<file path="config.mk">
export PLATFORM = sky130hd
export DESIGN_NAME = meter_teleinfo_line_parser_core
export DESIGN_NICKNAME = d
export VERILOG_FILES = /design/src/sv/mtlp_pkg.sv /design/src/sv/meter_teleinfo_line_parser_core.sv /design/src/sv/mtlp_line_mem.sv
export VERILOG_INCLUDE_DIRS = /design/src /design/src/sv
export SDC_FILE = /design/constraint.sdc
export NUM_CORES = 1
export LEC_CHECK = 0
export ABC_AREA = 1
export BUFFER_PORTS_ARGS = -buffer_cell sky130_fd_sc_hd__buf_2
export CAP_MARGIN = 20
export CORE_ASPECT_RATIO = 0.7
export CORE_MARGIN = 3
export CORE_UTILIZATION = 45
export DETAILED_ROUTE_END_ITERATION = 8
export PLACE_DENSITY = 0.61
export SYNTH_ARGS = -nofsm -noshare
export SYNTH_HDL_FRONTEND = slang
export SYNTH_SLANG_ARGS = --single-unit
</file>
<file path="constraint.sdc">
create_clock -name clk_i -period 5.26 [get_ports clk_i]
set_clock_uncertainty 0.05 [all_clocks]
set_input_delay 0.263 -clock clk_i [delete_from_list [all_inputs] [get_ports clk_i]]
set_output_delay 0.263 -clock clk_i [all_outputs]
set_load 0.005 [all_outputs]
</file>
<file path="src/sv/meter_teleinfo_line_parser_core_defines.svh">
// ----------------------------------------------------------------------------
// meter_teleinfo_line_parser_core_defines
// Assertion helpers for the teleinfo line parser.
// ----------------------------------------------------------------------------
`ifndef METER_TELEINFO_LINE_PARSER_CORE_DEFINES_SVH
`define METER_TELEINFO_LINE_PARSER_CORE_DEFINES_SVH

// same-cycle implication, clocked on clk_i, off during reset
`define MTLP_ASSERT_NOW(lbl, ante, cons, msg) \
  lbl: assert property (@(posedge clk_i) disable iff (!rst_ni) (ante) |-> (cons)) \
    else $error(msg);

// next-cycle implication
`define MTLP_ASSERT_NEXT(lbl, ante, cons, msg) \
  lbl: assert property (@(posedge clk_i) disable iff (!rst_ni) (ante) |=> (cons)) \
    else $error(msg);

`endif

</file>
<file path="src/sv/mtlp_pkg.sv">
// ----------------------------------------------------------------------------
// mtlp_pkg
// Types, constants and the label table of the teleinfo line parser.
// ----------------------------------------------------------------------------
package mtlp_pkg;

  localparam int unsigned LineDepthDefault = 64;
  localparam int unsigned NumLabels        = 30;
  localparam int unsigned MaxResults       = 12;
  localparam logic [6:0]  ByteMask         = 7'h7F;

  // register indexes
  localparam logic [2:0] REG_START_FRAME = 3'd0;
  localparam logic [2:0] REG_END_FRAME   = 3'd1;
  localparam logic [2:0] REG_END_DATA    = 3'd2;
  localparam logic [2:0] REG_START_LINE  = 3'd3;
  localparam logic [2:0] REG_END_LINE    = 3'd4;

  // result kinds
  localparam logic [1:0] KIND_NUMBER = 2'd0;
  localparam logic [1:0] KIND_TEXT   = 2'd1;
  localparam logic [1:0] KIND_MARKER = 2'd2;

  typedef enum logic [1:0] {
    CLS_NUM,
    CLS_DIGITS,
    CLS_GRAPH
  } cls_e;

  typedef struct packed {
    logic [55:0] text;   // left aligned, 7 chars of 8 bits
    logic [2:0]  len;
    logic [3:0]  width;
    cls_e        cls;
  } label_t;

  typedef struct packed {
    logic [1:0]  kind;
    logic [4:0]  label_id;
    logic [29:0] number;
    logic [6:0]  text_char;
    logic [3:0]  char_pos;
  } result_t;

  function automatic label_t label_info(input logic [4:0] idx);
    label_t l;
    l = '{text: 56'h0, len: 3'd4, width: 4'd3, cls: CLS_NUM};
    case (idx)
      5'd0:  l = '{{"ADCO", 24'h0},    3'd4, 4'd12, CLS_DIGITS};
      5'd1:  l = '{{"OPTARIF"},        3'd7, 4'd4,  CLS_GRAPH};
      5'd2:  l = '{{"ISOUSC", 8'h0},   3'd6, 4'd2,  CLS_NUM};
      5'd3:  l = '{{"HCHC", 24'h0},    3'd4, 4'd9,  CLS_NUM};
      5'd4:  l = '{{"HCHP", 24'h0},    3'd4, 4'd9,  CLS_NUM};
      5'd5:  l = '{{"EJPHN", 16'h0},   3'd5, 4'd9,  CLS_NUM};
      5'd6:  l = '{{"EJPHPM", 8'h0},   3'd6, 4'd9,  CLS_NUM};
      5'd7:  l = '{{"BBRHCJB"},        3'd7, 4'd9,  CLS_NUM};
      5'd8:  l = '{{"BBRHPJB"},        3'd7, 4'd9,  CLS_NUM};
      5'd9:  l = '{{"BBRHCJW"},        3'd7, 4'd9,  CLS_NUM};
      5'd10: l = '{{"BBRHPJW"},        3'd7, 4'd9,  CLS_NUM};
      5'd11: l = '{{"BBRHCJR"},        3'd7, 4'd9,  CLS_NUM};
      5'd12: l = '{{"BBRHPJR"},        3'd7, 4'd9,  CLS_NUM};
      5'd13: l = '{{"PEJP", 24'h0},    3'd4, 4'd2,  CLS_NUM};
      5'd14: l = '{{"PTEC", 24'h0},    3'd4, 4'd4,  CLS_GRAPH};
      5'd15: l = '{{"DEMAIN", 8'h0},   3'd6, 4'd4,  CLS_GRAPH};
      5'd16: l = '{{"IINST", 16'h0},   3'd5, 4'd3,  CLS_NUM};
      5'd17: l = '{{"IINST1", 8'h0},   3'd6, 4'd3,  CLS_NUM};
      5'd18: l = '{{"IINST2", 8'h0},   3'd6, 4'd3,  CLS_NUM};
      5'd19: l = '{{"IINST3", 8'h0},   3'd6, 4'd3,  CLS_NUM};
      5'd20: l = '{{"ADPS", 24'h0},    3'd4, 4'd3,  CLS_NUM};
      5'd21: l = '{{"ADIR1", 16'h0},   3'd5, 4'd3,  CLS_NUM};
      5'd22: l = '{{"ADIR2", 16'h0},   3'd5, 4'd3,  CLS_NUM};
      5'd23: l = '{{"ADIR3", 16'h0},   3'd5, 4'd3,  CLS_NUM};
      5'd24: l = '{{"IMAX", 24'h0},    3'd4, 4'd3,  CLS_NUM};
      5'd25: l = '{{"IMAX1", 16'h0},   3'd5, 4'd3,  CLS_NUM};
      5'd26: l = '{{"IMAX2", 16'h0},   3'd5, 4'd3,  CLS_NUM};
      5'd27: l = '{{"IMAX3", 16'h0},   3'd5, 4'd3,  CLS_NUM};
      5'd28: l = '{{"PMAX", 24'h0},    3'd4, 4'd5,  CLS_NUM};
      5'd29: l = '{{"PAPP", 24'h0},    3'd4, 4'd5,  CLS_NUM};
      default: l = '{text: 56'h0, len: 3'd4, width: 4'd3, cls: CLS_NUM};
    endcase
    return l;
  endfunction

  function automatic logic [6:0] label_char(input logic [55:0] text, input logic [2:0] k);
    logic [7:0] c;
    c = text[55 - 8 * int'(k) -: 8];
    return c[6:0];
  endfunction

endpackage

</file>
<file path="src/sv/meter_teleinfo_line_parser_core.sv">
// ----------------------------------------------------------------------------
// meter_teleinfo_line_parser_core
// Teleinfo line parser: stores line bytes, matches labels at line end and
// emits numeric values, text characters and frame end markers.
//
//   channel  direction  handshake                payload
//   in       input      in_valid_i / in_stall_o  rx_byte_i
//   out      output     out_valid_o / out_stall_i kind, label_id, number,
//                                                text_char, char_pos, last
//   cfg      input      cfg_we_i                 cfg_idx_i, cfg_wdata_i
//
// An ordinary byte or a delimiter without marker leaves the parser idle,
// ready for the next byte. A line end scans all 30 labels, reading line
// store characters (label, separator, value; text values read twice) one
// at a time through the single read port of the line store: each is read in
// ST_RD and checked in ST_CHK. A marker passes through ST_MARK and ST_FIN.
// No clearing pass after reset: only entries below the fill count are read.
// Results wait in a hold register and an output register while out is stalled.
// ----------------------------------------------------------------------------
`include "meter_teleinfo_line_parser_core_defines.svh"

module meter_teleinfo_line_parser_core
  import mtlp_pkg::*;
#(
  parameter int unsigned LineDepth = LineDepthDefault
) (
  input  logic        clk_i,
  input  logic        rst_ni,
  input  logic        in_valid_i,
  output logic        in_stall_o,
  input  logic [7:0]  rx_byte_i,
  output logic        out_valid_o,
  input  logic        out_stall_i,
  output logic [1:0]  kind_o,
  output logic [4:0]  label_id_o,
  output logic [29:0] number_o,
  output logic [6:0]  text_char_o,
  output logic [3:0]  char_pos_o,
  output logic        last_o,
  input  logic        cfg_we_i,
  input  logic [2:0]  cfg_idx_i,
  input  logic [6:0]  cfg_wdata_i
);

  localparam int unsigned AddrW = $clog2(LineDepth);
  localparam int unsigned LenW  = $clog2(LineDepth + 1);

  localparam logic [2:0] ST_IDLE = 3'd0;
  localparam logic [2:0] ST_LBL  = 3'd1;
  localparam logic [2:0] ST_RD   = 3'd2;
  localparam logic [2:0] ST_CHK  = 3'd3;
  localparam logic [2:0] ST_MARK = 3'd4;
  localparam logic [2:0] ST_FIN  = 3'd5;

  logic [6:0] sf_q, ef_q, ed_q, sl_q, el_q;

  logic [2:0]      state_q, state_d;
  logic [LenW-1:0] len_q, len_d;
  logic [4:0]      lbl_q, lbl_d;
  logic [4:0]      k_q, k_d;
  logic            pass_q, pass_d;
  logic [29:0]     acc_q, acc_d;
  logic            mark_q, mark_d;
  logic [3:0]      cnt_q, cnt_d;
  logic            hold_v_q, hold_v_d;
  result_t         hold_q, hold_d;
  logic            out_v_q, out_v_d;
  result_t         out_q, out_d;
  logic            out_last_q, out_last_d;

  logic [6:0] c;
  logic       in_xfer;
  logic       out_free;
  logic       mem_we, mem_re;
  logic [6:0] rdata;
  label_t     lbl;
  logic [4:0] need;
  logic [4:0] pos;
  logic [3:0] digit;
  logic [29:0] acc_next;
  logic       put_req;
  result_t    put_res;
  logic       put_ok;
  logic       is_dig, is_gr, cls_ok;
  logic       fin_done;

  assign c        = rx_byte_i[6:0] & ByteMask;
  assign in_stall_o = (state_q != ST_IDLE);
  assign in_xfer  = in_valid_i && !in_stall_o;
  assign out_free = !out_v_q || !out_stall_i;

  // configuration registers
  always_ff @(posedge clk_i or negedge rst_ni) begin
    if (!rst_ni) begin
      sf_q <= 7'd2;
      ef_q <= 7'd3;
      ed_q <= 7'd4;
      sl_q <= 7'd10;
      el_q <= 7'd13;
    end else if (cfg_we_i) begin
      case (cfg_idx_i)
        REG_START_FRAME: sf_q <= cfg_wdata_i;
        REG_END_FRAME:   ef_q <= cfg_wdata_i;
        REG_END_DATA:    ed_q <= cfg_wdata_i;
        REG_START_LINE:  sl_q <= cfg_wdata_i;
        REG_END_LINE:    el_q <= cfg_wdata_i;
        default: ;
      endcase
    end
  end

  assign mem_we = in_xfer && !(c == sf_q || c == sl_q || c == ef_q || c == el_q || c == ed_q)
                  && (len_q < LenW'(LineDepth));
  assign mem_re = (state_q == ST_RD);

  mtlp_line_mem #(.LineDepth(LineDepth)) u_mem (
    .clk_i   (clk_i),
    .we_i    (mem_we),
    .waddr_i (len_q[AddrW-1:0]),
    .wdata_i (c),
    .re_i    (mem_re),
    .raddr_i (AddrW'(k_q)),
    .rdata_o (rdata)
  );

  assign lbl      = label_info(lbl_q);
  assign need     = 5'(lbl.len) + 5'd1 + 5'(lbl.width);
  assign pos      = k_q - 5'(lbl.len) - 5'd1;
  assign digit    = 4'(rdata - 7'h30);
  assign acc_next = (acc_q << 3) + (acc_q << 1) + 30'(digit);
  assign is_dig   = (rdata >= 7'h30) && (rdata <= 7'h39);
  assign is_gr    = (rdata >= 7'h21) && (rdata <= 7'h7E);
  assign cls_ok   = (lbl.cls == CLS_GRAPH) ? is_gr : is_dig;

  // a result can be taken when the hold slot is free or can move on;
  // past the limit it is dropped
  assign put_ok = !hold_v_q || out_free || (cnt_q >= 4'(MaxResults));

  assign fin_done = (state_q == ST_FIN) && (!hold_v_q || out_free);

  always_comb begin
    state_d    = state_q;
    len_d      = len_q;
    lbl_d      = lbl_q;
    k_d        = k_q;
    pass_d     = pass_q;
    acc_d      = acc_q;
    mark_d     = mark_q;
    cnt_d      = cnt_q;
    hold_v_d   = hold_v_q;
    hold_d     = hold_q;
    out_v_d    = out_v_q && out_stall_i;
    out_d      = out_q;
    out_last_d = out_last_q;
    put_req    = 1'b0;
    put_res    = '0;

    case (state_q)
      ST_IDLE: begin
        if (in_xfer) begin
          mark_d = (c == ef_q) || (c == ed_q);
          if (c == sf_q || c == sl_q || c == ef_q) begin
            len_d   = '0;
            state_d = mark_d ? ST_MARK : ST_IDLE;
          end else if (c == el_q) begin
            lbl_d   = '0;
            state_d = ST_LBL;
          end else if (c == ed_q) begin
            len_d   = '0;
            state_d = ST_MARK;
          end else if (len_q < LenW'(LineDepth)) begin
            len_d = len_q + 1'b1;
          end
        end
      end
      ST_LBL: begin
        if (lbl_q == 5'(NumLabels)) begin
          state_d = mark_q ? ST_MARK : ST_FIN;
        end else if (LenW'(need) > len_q) begin
          lbl_d = lbl_q + 1'b1;
        end else begin
          k_d     = '0;
          pass_d  = 1'b0;
          acc_d   = '0;
          state_d = ST_RD;
        end
      end
      ST_RD: begin
        state_d = ST_CHK;
      end
      ST_CHK: begin
        if (k_q < 5'(lbl.len)) begin
          if (rdata != label_char(lbl.text, k_q[2:0])) begin
            lbl_d   = lbl_q + 1'b1;
            state_d = ST_LBL;
          end else begin
            k_d     = k_q + 1'b1;
            state_d = ST_RD;
          end
        end else if (k_q == 5'(lbl.len)) begin
          // separator, not checked
          k_d     = k_q + 1'b1;
          state_d = ST_RD;
        end else if (!pass_q) begin
          if (!cls_ok) begin
            lbl_d   = lbl_q + 1'b1;
            state_d = ST_LBL;
          end else if (pos[3:0] != lbl.width - 4'd1) begin
            acc_d   = acc_next;
            k_d     = k_q + 1'b1;
            state_d = ST_RD;
          end else if (lbl.cls == CLS_NUM) begin
            put_req = 1'b1;
            put_res = '{KIND_NUMBER, lbl_q, acc_next, 7'd0, 4'd0};
            if (put_ok) begin
              lbl_d   = lbl_q + 1'b1;
              state_d = ST_LBL;
            end
          end else begin
            // all characters pass, go back and emit them
            pass_d  = 1'b1;
            k_d     = 5'(lbl.len) + 5'd1;
            state_d = ST_RD;
          end
        end else begin
          put_req = 1'b1;
          put_res = '{KIND_TEXT, lbl_q, 30'd0, rdata, pos[3:0]};
          if (put_ok) begin
            if (pos[3:0] == lbl.width - 4'd1) begin
              lbl_d   = lbl_q + 1'b1;
              state_d = ST_LBL;
            end else begin
              k_d     = k_q + 1'b1;
              state_d = ST_RD;
            end
          end
        end
      end
      ST_MARK: begin
        put_req = 1'b1;
        put_res = '{KIND_MARKER, 5'd0, 30'd0, 7'd0, 4'd0};
        if (put_ok) begin
          state_d = ST_FIN;
        end
      end
      ST_FIN: begin
        if (!hold_v_q || out_free) begin
          if (hold_v_q) begin
            out_v_d    = 1'b1;
            out_d      = hold_q;
            out_last_d = 1'b1;
          end
          hold_v_d = 1'b0;
          cnt_d    = '0;
          len_d    = '0;
          state_d  = ST_IDLE;
        end
      end
      default: begin
        state_d = ST_IDLE;
      end
    endcase

    if (put_req && put_ok && (cnt_q < 4'(MaxResults))) begin
      if (hold_v_q) begin
        out_v_d    = 1'b1;
        out_d      = hold_q;
        out_last_d = 1'b0;
      end
      hold_v_d = 1'b1;
      hold_d   = put_res;
      cnt_d    = cnt_q + 1'b1;
    end
  end

  always_ff @(posedge clk_i or negedge rst_ni) begin
    if (!rst_ni) begin
      state_q  <= ST_IDLE;
      len_q    <= '0;
      lbl_q    <= '0;
      k_q      <= '0;
      pass_q   <= 1'b0;
      mark_q   <= 1'b0;
      cnt_q    <= '0;
      hold_v_q <= 1'b0;
      out_v_q  <= 1'b0;
    end else begin
      state_q  <= state_d;
      len_q    <= len_d;
      lbl_q    <= lbl_d;
      k_q      <= k_d;
      pass_q   <= pass_d;
      mark_q   <= mark_d;
      cnt_q    <= cnt_d;
      hold_v_q <= hold_v_d;
      out_v_q  <= out_v_d;
    end
  end

  always_ff @(posedge clk_i) begin
    acc_q      <= acc_d;
    hold_q     <= hold_d;
    out_q      <= out_d;
    out_last_q <= out_last_d;
  end

  assign out_valid_o = out_v_q;
  assign kind_o      = out_q.kind;
  assign label_id_o  = out_q.label_id;
  assign number_o    = out_q.number;
  assign text_char_o = out_q.text_char;
  assign char_pos_o  = out_q.char_pos;
  assign last_o      = out_last_q;

  `MTLP_ASSERT_NOW(a_cnt_limit, 1'b1, cnt_q <= 4'(MaxResults), "result count over limit")
  `MTLP_ASSERT_NOW(a_idle_clean, state_q == ST_IDLE, !hold_v_q && cnt_q == 4'd0, "idle busy")
  `MTLP_ASSERT_NOW(a_marker_last, out_v_q && out_q.kind == KIND_MARKER, out_last_q, "marker last")
  `MTLP_ASSERT_NEXT(a_fin_idle, fin_done, state_q == ST_IDLE && len_q == '0, "line not cleared")

endmodule

</file>
<file path="src/sv/mtlp_line_mem.sv">
// ----------------------------------------------------------------------------
// mtlp_line_mem
// Line store: one write port, one read port with registered read data.
// ----------------------------------------------------------------------------
module mtlp_line_mem
  import mtlp_pkg::*;
#(
  parameter int unsigned LineDepth = LineDepthDefault,
  localparam int unsigned AddrW    = $clog2(LineDepth)
) (
  input  logic             clk_i,
  input  logic             we_i,
  input  logic [AddrW-1:0] waddr_i,
  input  logic [6:0]       wdata_i,
  input  logic             re_i,
  input  logic [AddrW-1:0] raddr_i,
  output logic [6:0]       rdata_o
);

  logic [6:0] mem_q [LineDepth];
  logic [6:0] rdata_q;

  always_ff @(posedge clk_i) begin
    if (we_i) begin
      mem_q[waddr_i] <= wdata_i;
    end
  end

  always_ff @(posedge clk_i) begin
    if (re_i) begin
      rdata_q <= mem_q[raddr_i];
    end
  end

  assign rdata_o = rdata_q;

endmodule

</file>
**Word level (Yosys, flattened, before mapping)**

Memories as Yosys holds them, arrays and structs flattened. A register that Yosys moved wholly into a read port is not among the register bits.
Index checks and enable logic that the tools add are counted.

- Memories kept: 2
- Bits in writable memories: 448
- Bits in read-only memories: 1632
- Output and inout bits: 51
- Bits in latches: 0
- Bits in registers: 189
- Word-level logic and storage cells: 255

Memory list:

| memory | words | bits a word | rd ports | clocked after Yosys merged registers in | write ports | line | text |
|---|---|---|---|---|---|---|---|
| (name not given) | 32 | 51 | 1 | 0 | 0 | mtlp_pkg.sv:48 | `case (idx)` |
| u_mem.mem_q | 64 | 7 | 1 | 1 | 1 | mtlp_line_mem.sv:20 | `logic [6:0] mem_q [LineDepth];` |

- $lt $le $gt $ge: 9
- Add/subtract/negate cells: 13
- Bitwise gates (word level): 0
- Mux-type cells: 111
- Equality and inequality tests: 50
- Divide/modulo/power cells: 0
- Reductions and logical operators: 43
- Multiply operators: 0
- Shift operators: 1

Operators by type and width:

| operator | count |
|---|---|
| 2-to-1 mux 48 bit | 7 |
| 2-to-1 mux 29 bit | 7 |
| 2-to-1 mux 46 bit | 3 |
| 2-to-1 mux 5 bit | 26 |
| case mux 48 bit (2 select lines) | 1 |
| indexed part select 63 x 7 -> 7 bit | 1 |
| case mux 29 bit (2 select lines) | 1 |
| 2-to-1 mux 3 bit | 17 |
| 2-to-1 mux 47 bit | 1 |
| 2-to-1 mux 7 bit | 6 |
| equality test 7 bit | 5 |
| 2-to-1 mux 1 bit | 31 |
| adder 30 bit | 1 |
| adder 30 x 4 -> 30 bit | 1 |
| != test 5 bit (second input constant) | 5 |
| != test 2 bit (second input constant) | 12 |
| != test 4 bit (second input constant) | 5 |
| case mux 3 bit (6 select lines) | 1 |
| AND reduction 8 bit | 2 |
| != test 3 bit (second input constant) | 5 |
| case mux 5 bit (3 select lines) | 1 |
| >= comparator 7 x 6 -> 1 bit (second input constant) | 2 |
| case mux 7 bit (2 select lines) | 1 |
| AND reduction 2 bit | 7 |
| 41 further kinds | 78 |

**Longest topological paths before layout**

Gate-level depths: netlist of the first run.
An unclocked memory read counts as a cell.

- Word-level depth: 14
- Depth in mapped cells: 26
- Mapped depth without buffers: 25

**Cells and area by module**

Synthesis of the first run repeated with hierarchy kept, for this count alone.

- Cells, all modules: 3147
- Area total of the unflattened synthesis: 31124.9 sq um

By module, submodules not included:

| module | cells an instance | instances | area an instance (sq um) |
|---|---|---|---|
| mtlp_line_mem | 1607 | 1 | 18661.6 |
| meter_teleinfo_line_parser_core | 1540 | 1 | 12463.2 |

**Worst setup path after synthesis of the first run**

OpenSTA, ideal clock, no wires.

- Path kind: reg2reg
- Start point: register lbl_q[0]
- End point: register acc_q[0] (enable)
- Slack: -569 ps
- Arrival: 5328 ps
- Setup time: 451 ps
- Data required time: 4759 ps
- Cell stages (with the launch flop): 21
- Cell sequence: dfrtp_1 clkbuf_1 inv_1 ha_1 inv_1 nor2_1 o21ai_0 o21ai_0 ha_1 inv_1 ha_1 a21oi_1 nand2_1 xor2_1 ha_1 nand2_1 nor3b_1 nor3_1 nand2_1 a31oi_1 nor3_1

- Longest elaborated chain between the ends: 6

RTL lines:

| item | line | text |
|---|---|---|
| start: declaration | meter_teleinfo_line_parser_core.sv:59 | `logic [4:0] lbl_q, lbl_d;` |
| start signal: assignment | meter_teleinfo_line_parser_core.sv:290 | `lbl_q <= lbl_d;` |
| memory read (32 x 51 bit) | -- |  |
| adder 3 x 1 -> 4 bit / subtractor 4 x 3 -> 4 bit (equally long branches) | meter_teleinfo_line_parser_core.sv:127, meter_teleinfo_line_parser_core.sv:128 |  |
| adder 5 x 4 -> 5 bit / subtractor 4 x 1 -> 4 bit (equally long branches) | meter_teleinfo_line_parser_core.sv:127, meter_teleinfo_line_parser_core.sv:128 |  |
| > comparator 5 x 7 -> 1 bit / != test 4 bit (equally long branches) | meter_teleinfo_line_parser_core.sv:179, meter_teleinfo_line_parser_core.sv:208 |  |
| != test 2 bit (no source line) | -- |  |
| AND reduction 8 bit (no source line) (*) | -- |  |
| end signal: assignment | meter_teleinfo_line_parser_core.sv:301 | `acc_q <= acc_d;` |
| end: declaration | meter_teleinfo_line_parser_core.sv:62 | `logic [29:0] acc_q, acc_d;` |

Every way passes the cells marked *; elsewhere a longest branch is shown, timed or not.
A chain may end at the register's enable or synchronous reset.

==> flow_summary.yaml, run 1 <==
sta:
  period_share_pct: 91.8
  fin_tns_setup_ns: 0
  finalCriticalPeriod_ns: 4.83
  worstMarginPinSlew_ns: 1.04
  relSlewSlack_pct: 30.0
  rsz0062_at_grt: "no"
  max_freq_mhz: 207
  setup_viol: 0
  finalHoldViolCount: 0
  drv_slew: 0
worst_setup_path:
  crit_type: "register to register"
  timing.rr.start: "lbl_q[0]"
  cp_slowest_cell: "dfrtp_2"
  cp.required_ns: 5.45
  start_kind: "register"
  path_cells: "inv_1 -> ha_1 -> inv_1 -> nor2_2 -> o21ai_0 -> o21ai_1 -> buf_4 -> inv_1 -> ha_1 -> fa_1 -> xnor2_1 -> xor2_1 -> xnor2_1 -> nor2_2 -> nand3_4 -> nor2_4 -> nand3_2 -> nand3_2 -> nand2_2 -> nand2_4 -> nand2_4 -> inv_2 -> buf_12"
  cp-end-kind: "register"
  worst_ep_arrival_time_ns: 5.01
  worstPathMaxFanout: 49
  cpPeakStageDelay_ns: 0.49
  reg2regPathDepth: 23
  cpMostUsedCell: "inv_1"
  rrSetupSlack_ns: 0.43
worst_hold_path:
  worstHoldPathCells: 3
  holdPathEnd: "sl_q[3]"
  worstHoldStart: "cfg_idx_i[0]"
  hold_path_class: "primary input to register"
global_routing:
  grt_max_degree: 79
  grt_overflow: 0
  grt_use_total_pct: 22.9
  grt_pass1_wl_um: 90500
  antenna_found_initial: 1
  grt_pass1_vias: 15600
placement:
  dpl.cell_count: 2848
  gp_congestion: 0.927
  dpl.hpwl_um: 39500
  port_buffers: 72
floorplanning:
  chipWidth_um: 268
  start_util_pct: 46.1
  core_area_um2: 47000
  die-height_um: 189
  core.rowCount: 66
  io_pins: 74
  die-area_um2: 50800
layout:
  final_cells: 2933
  layout.nets: 2395
  n_antenna_cell: 0
  num-fill-cells: 4209
  area_delta_synth_final_pct: 11.3
  drive_gt1_share_pct: 11.6
clocking:
  cts_root_buf: "clkbuf_16"
  cts_tree: "built"
  clk_pin_slew_ns: 0.07
  cts_made_buffers: 42
  insertion_delay_ns: 0.57
  cts_sinks: 420
  cts_max_path_buffers: 3
  cts.htree.levels: 2
drt:
  drt_iter0_markers: 2045
  num_vias: 16500
  drc_errors: 0
  viasPerCell: 5.61
  post_drt_wl_per_cell_um: 19.7
  ant_nets: 0
  wirelength_um: 57700
  dr.pass1.iters: 6
yosys:
  synthArstFlopShare_pct: 15.0
  syn_area_um2: 21600
  syn_inst: 2238
  synthFlopType: "edfxtp_1"
  synth_edf_count: 357
  syn_area_per_cell_um2: 9.67
  synth.ff_latch_count: 420
  ys_seq_area_share_pct: 56.9
  ys_warn_count: 0
  syn-num-nets: 2343
  synth_cell_type_count: 51
power_and_ir_drop:
  p_per_area_nw_per_um2: 499
  leakagePower_nw: 9.53
  ir_drop_uv: 433
run:
  drv_cap: 0
outcome:
  outcome: "finished clean"
per-stage QoR:
| step | util [%] | hold slack [ns] | power (mW) | setup slack, ns | cell area, um2 |
|---|---|---|---|---|---|
| after floorplan | - | -0.0826 | 7.61 | 0.319 | 21600 |
| after global placement | 48.1 | 0.431 | 8.90 | 0.315 | 22600 |
| after detailed placement | 48.1 | 0.438 | 9.00 | 0.276 | 22600 |
| after CTS | 51.3 | 0.180 | 12.1 | 0.239 | 24100 |
| after global routing | 51.3 | 0.264 | 12.8 | 0.0641 | 24100 |
| final | 51.3 | 0.206 | 12.0 | 0.434 | 24100 |
routing by layer:
metal / part of all wire, % / vias up / GRT usage, %
met5: 0.023 / - / 0
met4: 1.7 / 2 / 5.26
li1: - / 7874 / -
met1: 50 / 7913 / 36.7
met2: 40 / 590 / 31.2
met3: 8.3 / 77 / 4.87
cells in the final DEF, fill, tap and decap left out, types with 5 or more instances in the layout:
master,count
o211ai_1,10
nand2_2,7
xnor2_1,21
a31oi_1,7
clkbuf_8,9
ha_1,78
nor4_1,20
dfrtp_1,52
buf_12,5
o21ai_1,7
nand4_1,17
a21oi_2,48
and2_1,5
nand2_1,426
nor2_1,329
nor3_1,51
clkinv_2,5
buf_4,22
a21oi_1,72
dlygate4sd3_1,10
o22ai_1,55
xor2_1,31
dfstp_2,9
edfxtp_1,357
o21ai_0,210
inv_1,144
clkbuf_1,8
buf_2,72
clkinv_1,5
inv_2,14
clkbuf_16,44
nand3_1,94
nand2_4,7
o221ai_1,10
worst max path at each step:
stage	from	end	cells after the start
4_1_cts	lbl_q[1]	register	23
6_report	lbl_q[0]	register	23
2_1_floorplan	lbl_q[0]	acc_q[0]	20
3_5_place_dp	lbl_q[1]	register	23
5_1_grt	lbl_q[0]	k_q[0]	25
3_3_place_gp	lbl_q[1]	k_q[1]	25
power breakdown:
group          total, mW  internal, mW  switching [mW]
clock               3.05          1.76            1.29
combinational       4.25          1.36            2.88
sequential          4.72          4.36           0.363
total               12.0          7.48            4.54
synth_stat cells (17+ instances only):
| master | instances | share of area (%) |
|---|---|---|
| nand2_1 | 426 | 7.4 |
| edfxtp_1 | 357 | 50 |
| nor2_1 | 330 | 5.7 |
| o21ai_0 | 211 | 4.9 |
| inv_1 | 148 | 2.6 |
| nand3_1 | 94 | 2.2 |
| ha_1 | 78 | 4.5 |
| a21oi_1 | 72 | 1.7 |
| clkbuf_1 | 71 | 1.2 |
| o22ai_1 | 55 | 1.6 |
| dfrtp_1 | 54 | 6.2 |
| nor3_1 | 52 | 1.2 |
| a21oi_2 | 48 | 1.9 |
| xor2_1 | 31 | 1.3 |
| xnor2_1 | 21 | 0.85 |
| nor4_1 | 20 | 0.58 |
| buf_2 | 18 | 0.42 |
| nand4_1 | 17 | 0.49 |
cell type report:
cell class / count / area, um2 / share of cell area (%)
flip-flops and latches: 420 / 12300 / 51.1
multi-input cells: 1558 / 8290 / 34.4
clock buffers: 61 / 1250 / 5.21
well taps: 612 / 766 / 3.18
repair buffers: 109 / 726 / 3.01
inverters: 159 / 598 / 2.48
clock inverters: 14 / 135 / 0.561
worst max-delay path: cells and delay by family, from the launching register on:
| family | cells | cell delay, ns |
|---|---|---|
| buf+inv | 6 | 0.90 |
| xor+xnor | 3 | 0.62 |
| simple gates | 9 | 1.09 |
| flops | 1 | 0.49 |
| fa+ha+maj | 3 | 0.92 |
| compound gates | 2 | 0.37 |
timing repair:
item	4_1_cts	5_1_grt
setup endpoints to repair	0	94
hold buffers	10	0
hold endpoints to repair	88	0
buffers inserted	0	0
resized for setup	0	4
cell families after synthesis:
kind of cell | Yosys count | share of synthesized area [%]
buf+inv | 260 | 4.86
simple gates | 977 | 19.1
mux | 1 | 0.0463
xor+xnor | 52 | 2.10
fa+ha+maj | 82 | 4.88
flops | 420 | 56.9
compound gates | 446 | 12.2
Power figures use the tool's default switching activity.
==> run 2, diff against run 1 <==
--- a/config.mk
+++ b/config.mk
@@ -7,7 +7,7 @@
 export NUM_CORES = 1
 export LEC_CHECK = 0
 export ABC_AREA = 1
-export BUFFER_PORTS_ARGS = -buffer_cell sky130_fd_sc_hd__buf_2
+export BUFFER_PORTS_ARGS = -buffer_cell sky130_fd_sc_hd__buf_4
 export CAP_MARGIN = 20
 export CORE_ASPECT_RATIO = 0.7
 export CORE_MARGIN = 3
==> run 2 against run 1 <==
- flip-flop and latch count unchanged
- combinational power grew 3%
- global-route usage decreased by 0.16 points
- die area stayed put
- total power is 0.46% lower
- register-to-register slack barely moved
- non-clock buffer count up 1
- core utilization grew 0.18 points
- sequential share of layout area shrank 0.18 points
- clock power shrank 5%
- critical path type unchanged
- largest power group unchanged
==> flow_summary.yaml, run 2 (same netlist as run 1, synthesis figures left out) <==
clocking:
  insertion_delay_ns: 0.56
  cts_tree: "built"
  cts.htree.levels: 2
  clk_pin_slew_ns: 0.06
  cts_sinks: 420
  cts_setup_buffers: 0
  cts_root_buf: "clkbuf_16"
  cts_max_path_buffers: 3
  cts_made_buffers: 42
placement:
  dpl.hpwl_um: 39600
  dpl.cell_count: 2853
  port_buffers: 72
  gp_congestion: 0.897
sta:
  setup_viol: 0
  finalHoldViolCount: 0
  rsz0062_at_grt: "no"
  max_freq_mhz: 207
  fin_tns_setup_ns: 0
  worstMarginPinSlew_ns: 1.05
  relSlewSlack_pct: 29.5
  drv_slew: 0
  period_share_pct: 91.8
  finalCriticalPeriod_ns: 4.83
global_routing:
  grt_pass1_vias: 15600
  grt_pass1_wl_um: 89900
  grt_overflow: 0
  grt_max_degree: 66
  grt_use_total_pct: 22.7
  antenna_found_initial: 0
power_and_ir_drop:
  p_int_mw: 7.45
  power_frac_seq_pct: 39.3
  combPwrFrac_pct: 36.6
  p_sw_mw: 4.51
  p_sw_share_pct: 37.7
  pwr-share-clk_pct: 24.2
  ir_drop_uv: 311
  leakagePower_nw: 9.55
  p_per_area_nw_per_um2: 495
worst_setup_path:
  crit_type: "register to register"
  cp.required_ns: 5.65
  start_kind: "register"
  cp-end-kind: "register"
  worst_ep_arrival_time_ns: 5.22
  worstPathMaxFanout: 8
run:
  drv_cap: 0
drt:
  ant_nets: 0
  viasPerCell: 5.60
  wirelength_um: 57500
  dr.pass1.iters: 7
  drc_errors: 0
  num_vias: 16500
  drt_iter0_markers: 1774
  post_drt_wl_per_cell_um: 19.6
layout:
  final_cells: 2937
  layout.nets: 2396
  final_cell_mix: "426 x nand2_1, 357 x edfxtp_1, 329 x nor2_1"
  drive_gt1_share_pct: 11.5
  area_delta_synth_final_pct: 11.7
  utilization_pct: 51.4
  n_antenna_cell: 0
  final_common_cell: "nand2_1"
floorplanning:
  start_util_pct: 46.1
  io_pins: 74
  die-area_um2: 50800
  chipWidth_um: 268
  core.rowCount: 66
  die-height_um: 189
  core_area_um2: 47000
worst_hold_path:
  hold_path_class: "primary input to register"
outcome:
  outcome: "finished clean"
[run 2: changes by cell type in the layout (fill, tap and decap cells not counted)]
cell	previous run	this run
buf_2	72	0
dfrtp_1	52	53
dlygate4sd3_1	10	6
clkbuf_16	44	43
buf_4	22	100
dfrtp_2	1	0
clkbuf_1	8	16
buf_12	5	4
clkinv_1	5	6
bufinv_16	2	1
inv_6	1	2
clkbuf_8	9	4
[run 2: worst max-delay path: stages (launching register included)]
cell and delay, ns:
dfrtp_1 0.48, inv_2 0.19, ha_1 0.30, inv_1 0.17
nor2_2 0.21, o21ai_0 0.13, o21ai_1 0.29, buf_4 0.19
ha_1 0.18, inv_1 0.07, ha_1 0.35, a21oi_1 0.15
nand2_1 0.08, xor2_1 0.15, ha_1 0.27, nand2_1 0.06
nor3b_1 0.17, nor3_1 0.07, nand2_1 0.15, a31oi_1 0.20
a21oi_1 0.15, o21ai_0 0.12, nor2_1 0.25, nand2_2 0.15
nand2_1 0.08, o21ai_1 0.07
[run 2: routing by layer]
layer / routed length (um) / track usage, % / up-vias
met3: 4580 / 4.35 / 69
met1: 28600 / 36.7 / 7940
met5: 0 / 0 / -
met4: 913 / 4.63 / 0
met2: 23400 / 31.4 / 555
li1: - / - / 7888
[run 2: area by class of cell]
cell class	count	area [um2]
sequential	420	12300
inverter	159	598
tap	612	766
fill	4252	22800
clock buffer	63	1190
timing repair buffer	110	891
multi-input combinational	1558	8290
clock inverter	15	118
[run 2: timing repair]
action                                  4_1_cts  5_1_grt
hold endpoints to repair                     66        0
endpoints found under the setup margin        0      214
resized for setup                             0        3
hold buffers                                  6        0
[run 2: power groups by stage]
stage               clock network [mW]  logic, mW  registers [mW]
floorplan                            0       2.94            4.68
global placement                     0       4.26            4.75
detailed placement                   0       4.33            4.76
CTS                               2.96       4.36            4.70
global route                      3.09       4.91            4.76
finish                            2.89       4.37            4.70
[run 2: path summary, 6_finish.rpt]
check                                     from      end  slack, ns  cells after the start
worst min register to register         el_q[0]  el_q[0]       0.45                      2
min in group asynchronous               rst_ni  sl_q[6]       0.30                      2
worst max-delay path                  lbl_q[1]   k_q[0]       0.43                     25
worst max register to register        lbl_q[1]   k_q[0]       0.43                     25
max in group asynchronous               rst_ni   k_q[0]       4.16                      2
worst min-delay path            cfg_wdata_i[2]  sf_q[2]       0.02                      3
[run 2: through the flow]
stage / setup slack [ns] / hold slack (ns) / power, mW / cell area, um2
2_1_floorplan: 0.319 / -0.0826 / 7.61 / 21600
3_3_place_gp: 0.237 / 0.371 / 9.01 / 22800
3_5_place_dp: 0.208 / 0.387 / 9.09 / 22800
4_1_cts: 0.157 / 0.000969 / 12.0 / 24200
5_1_grt: 0.0256 / 0.0173 / 12.8 / 24200
6_report: 0.432 / 0.0247 / 12.0 / 24200
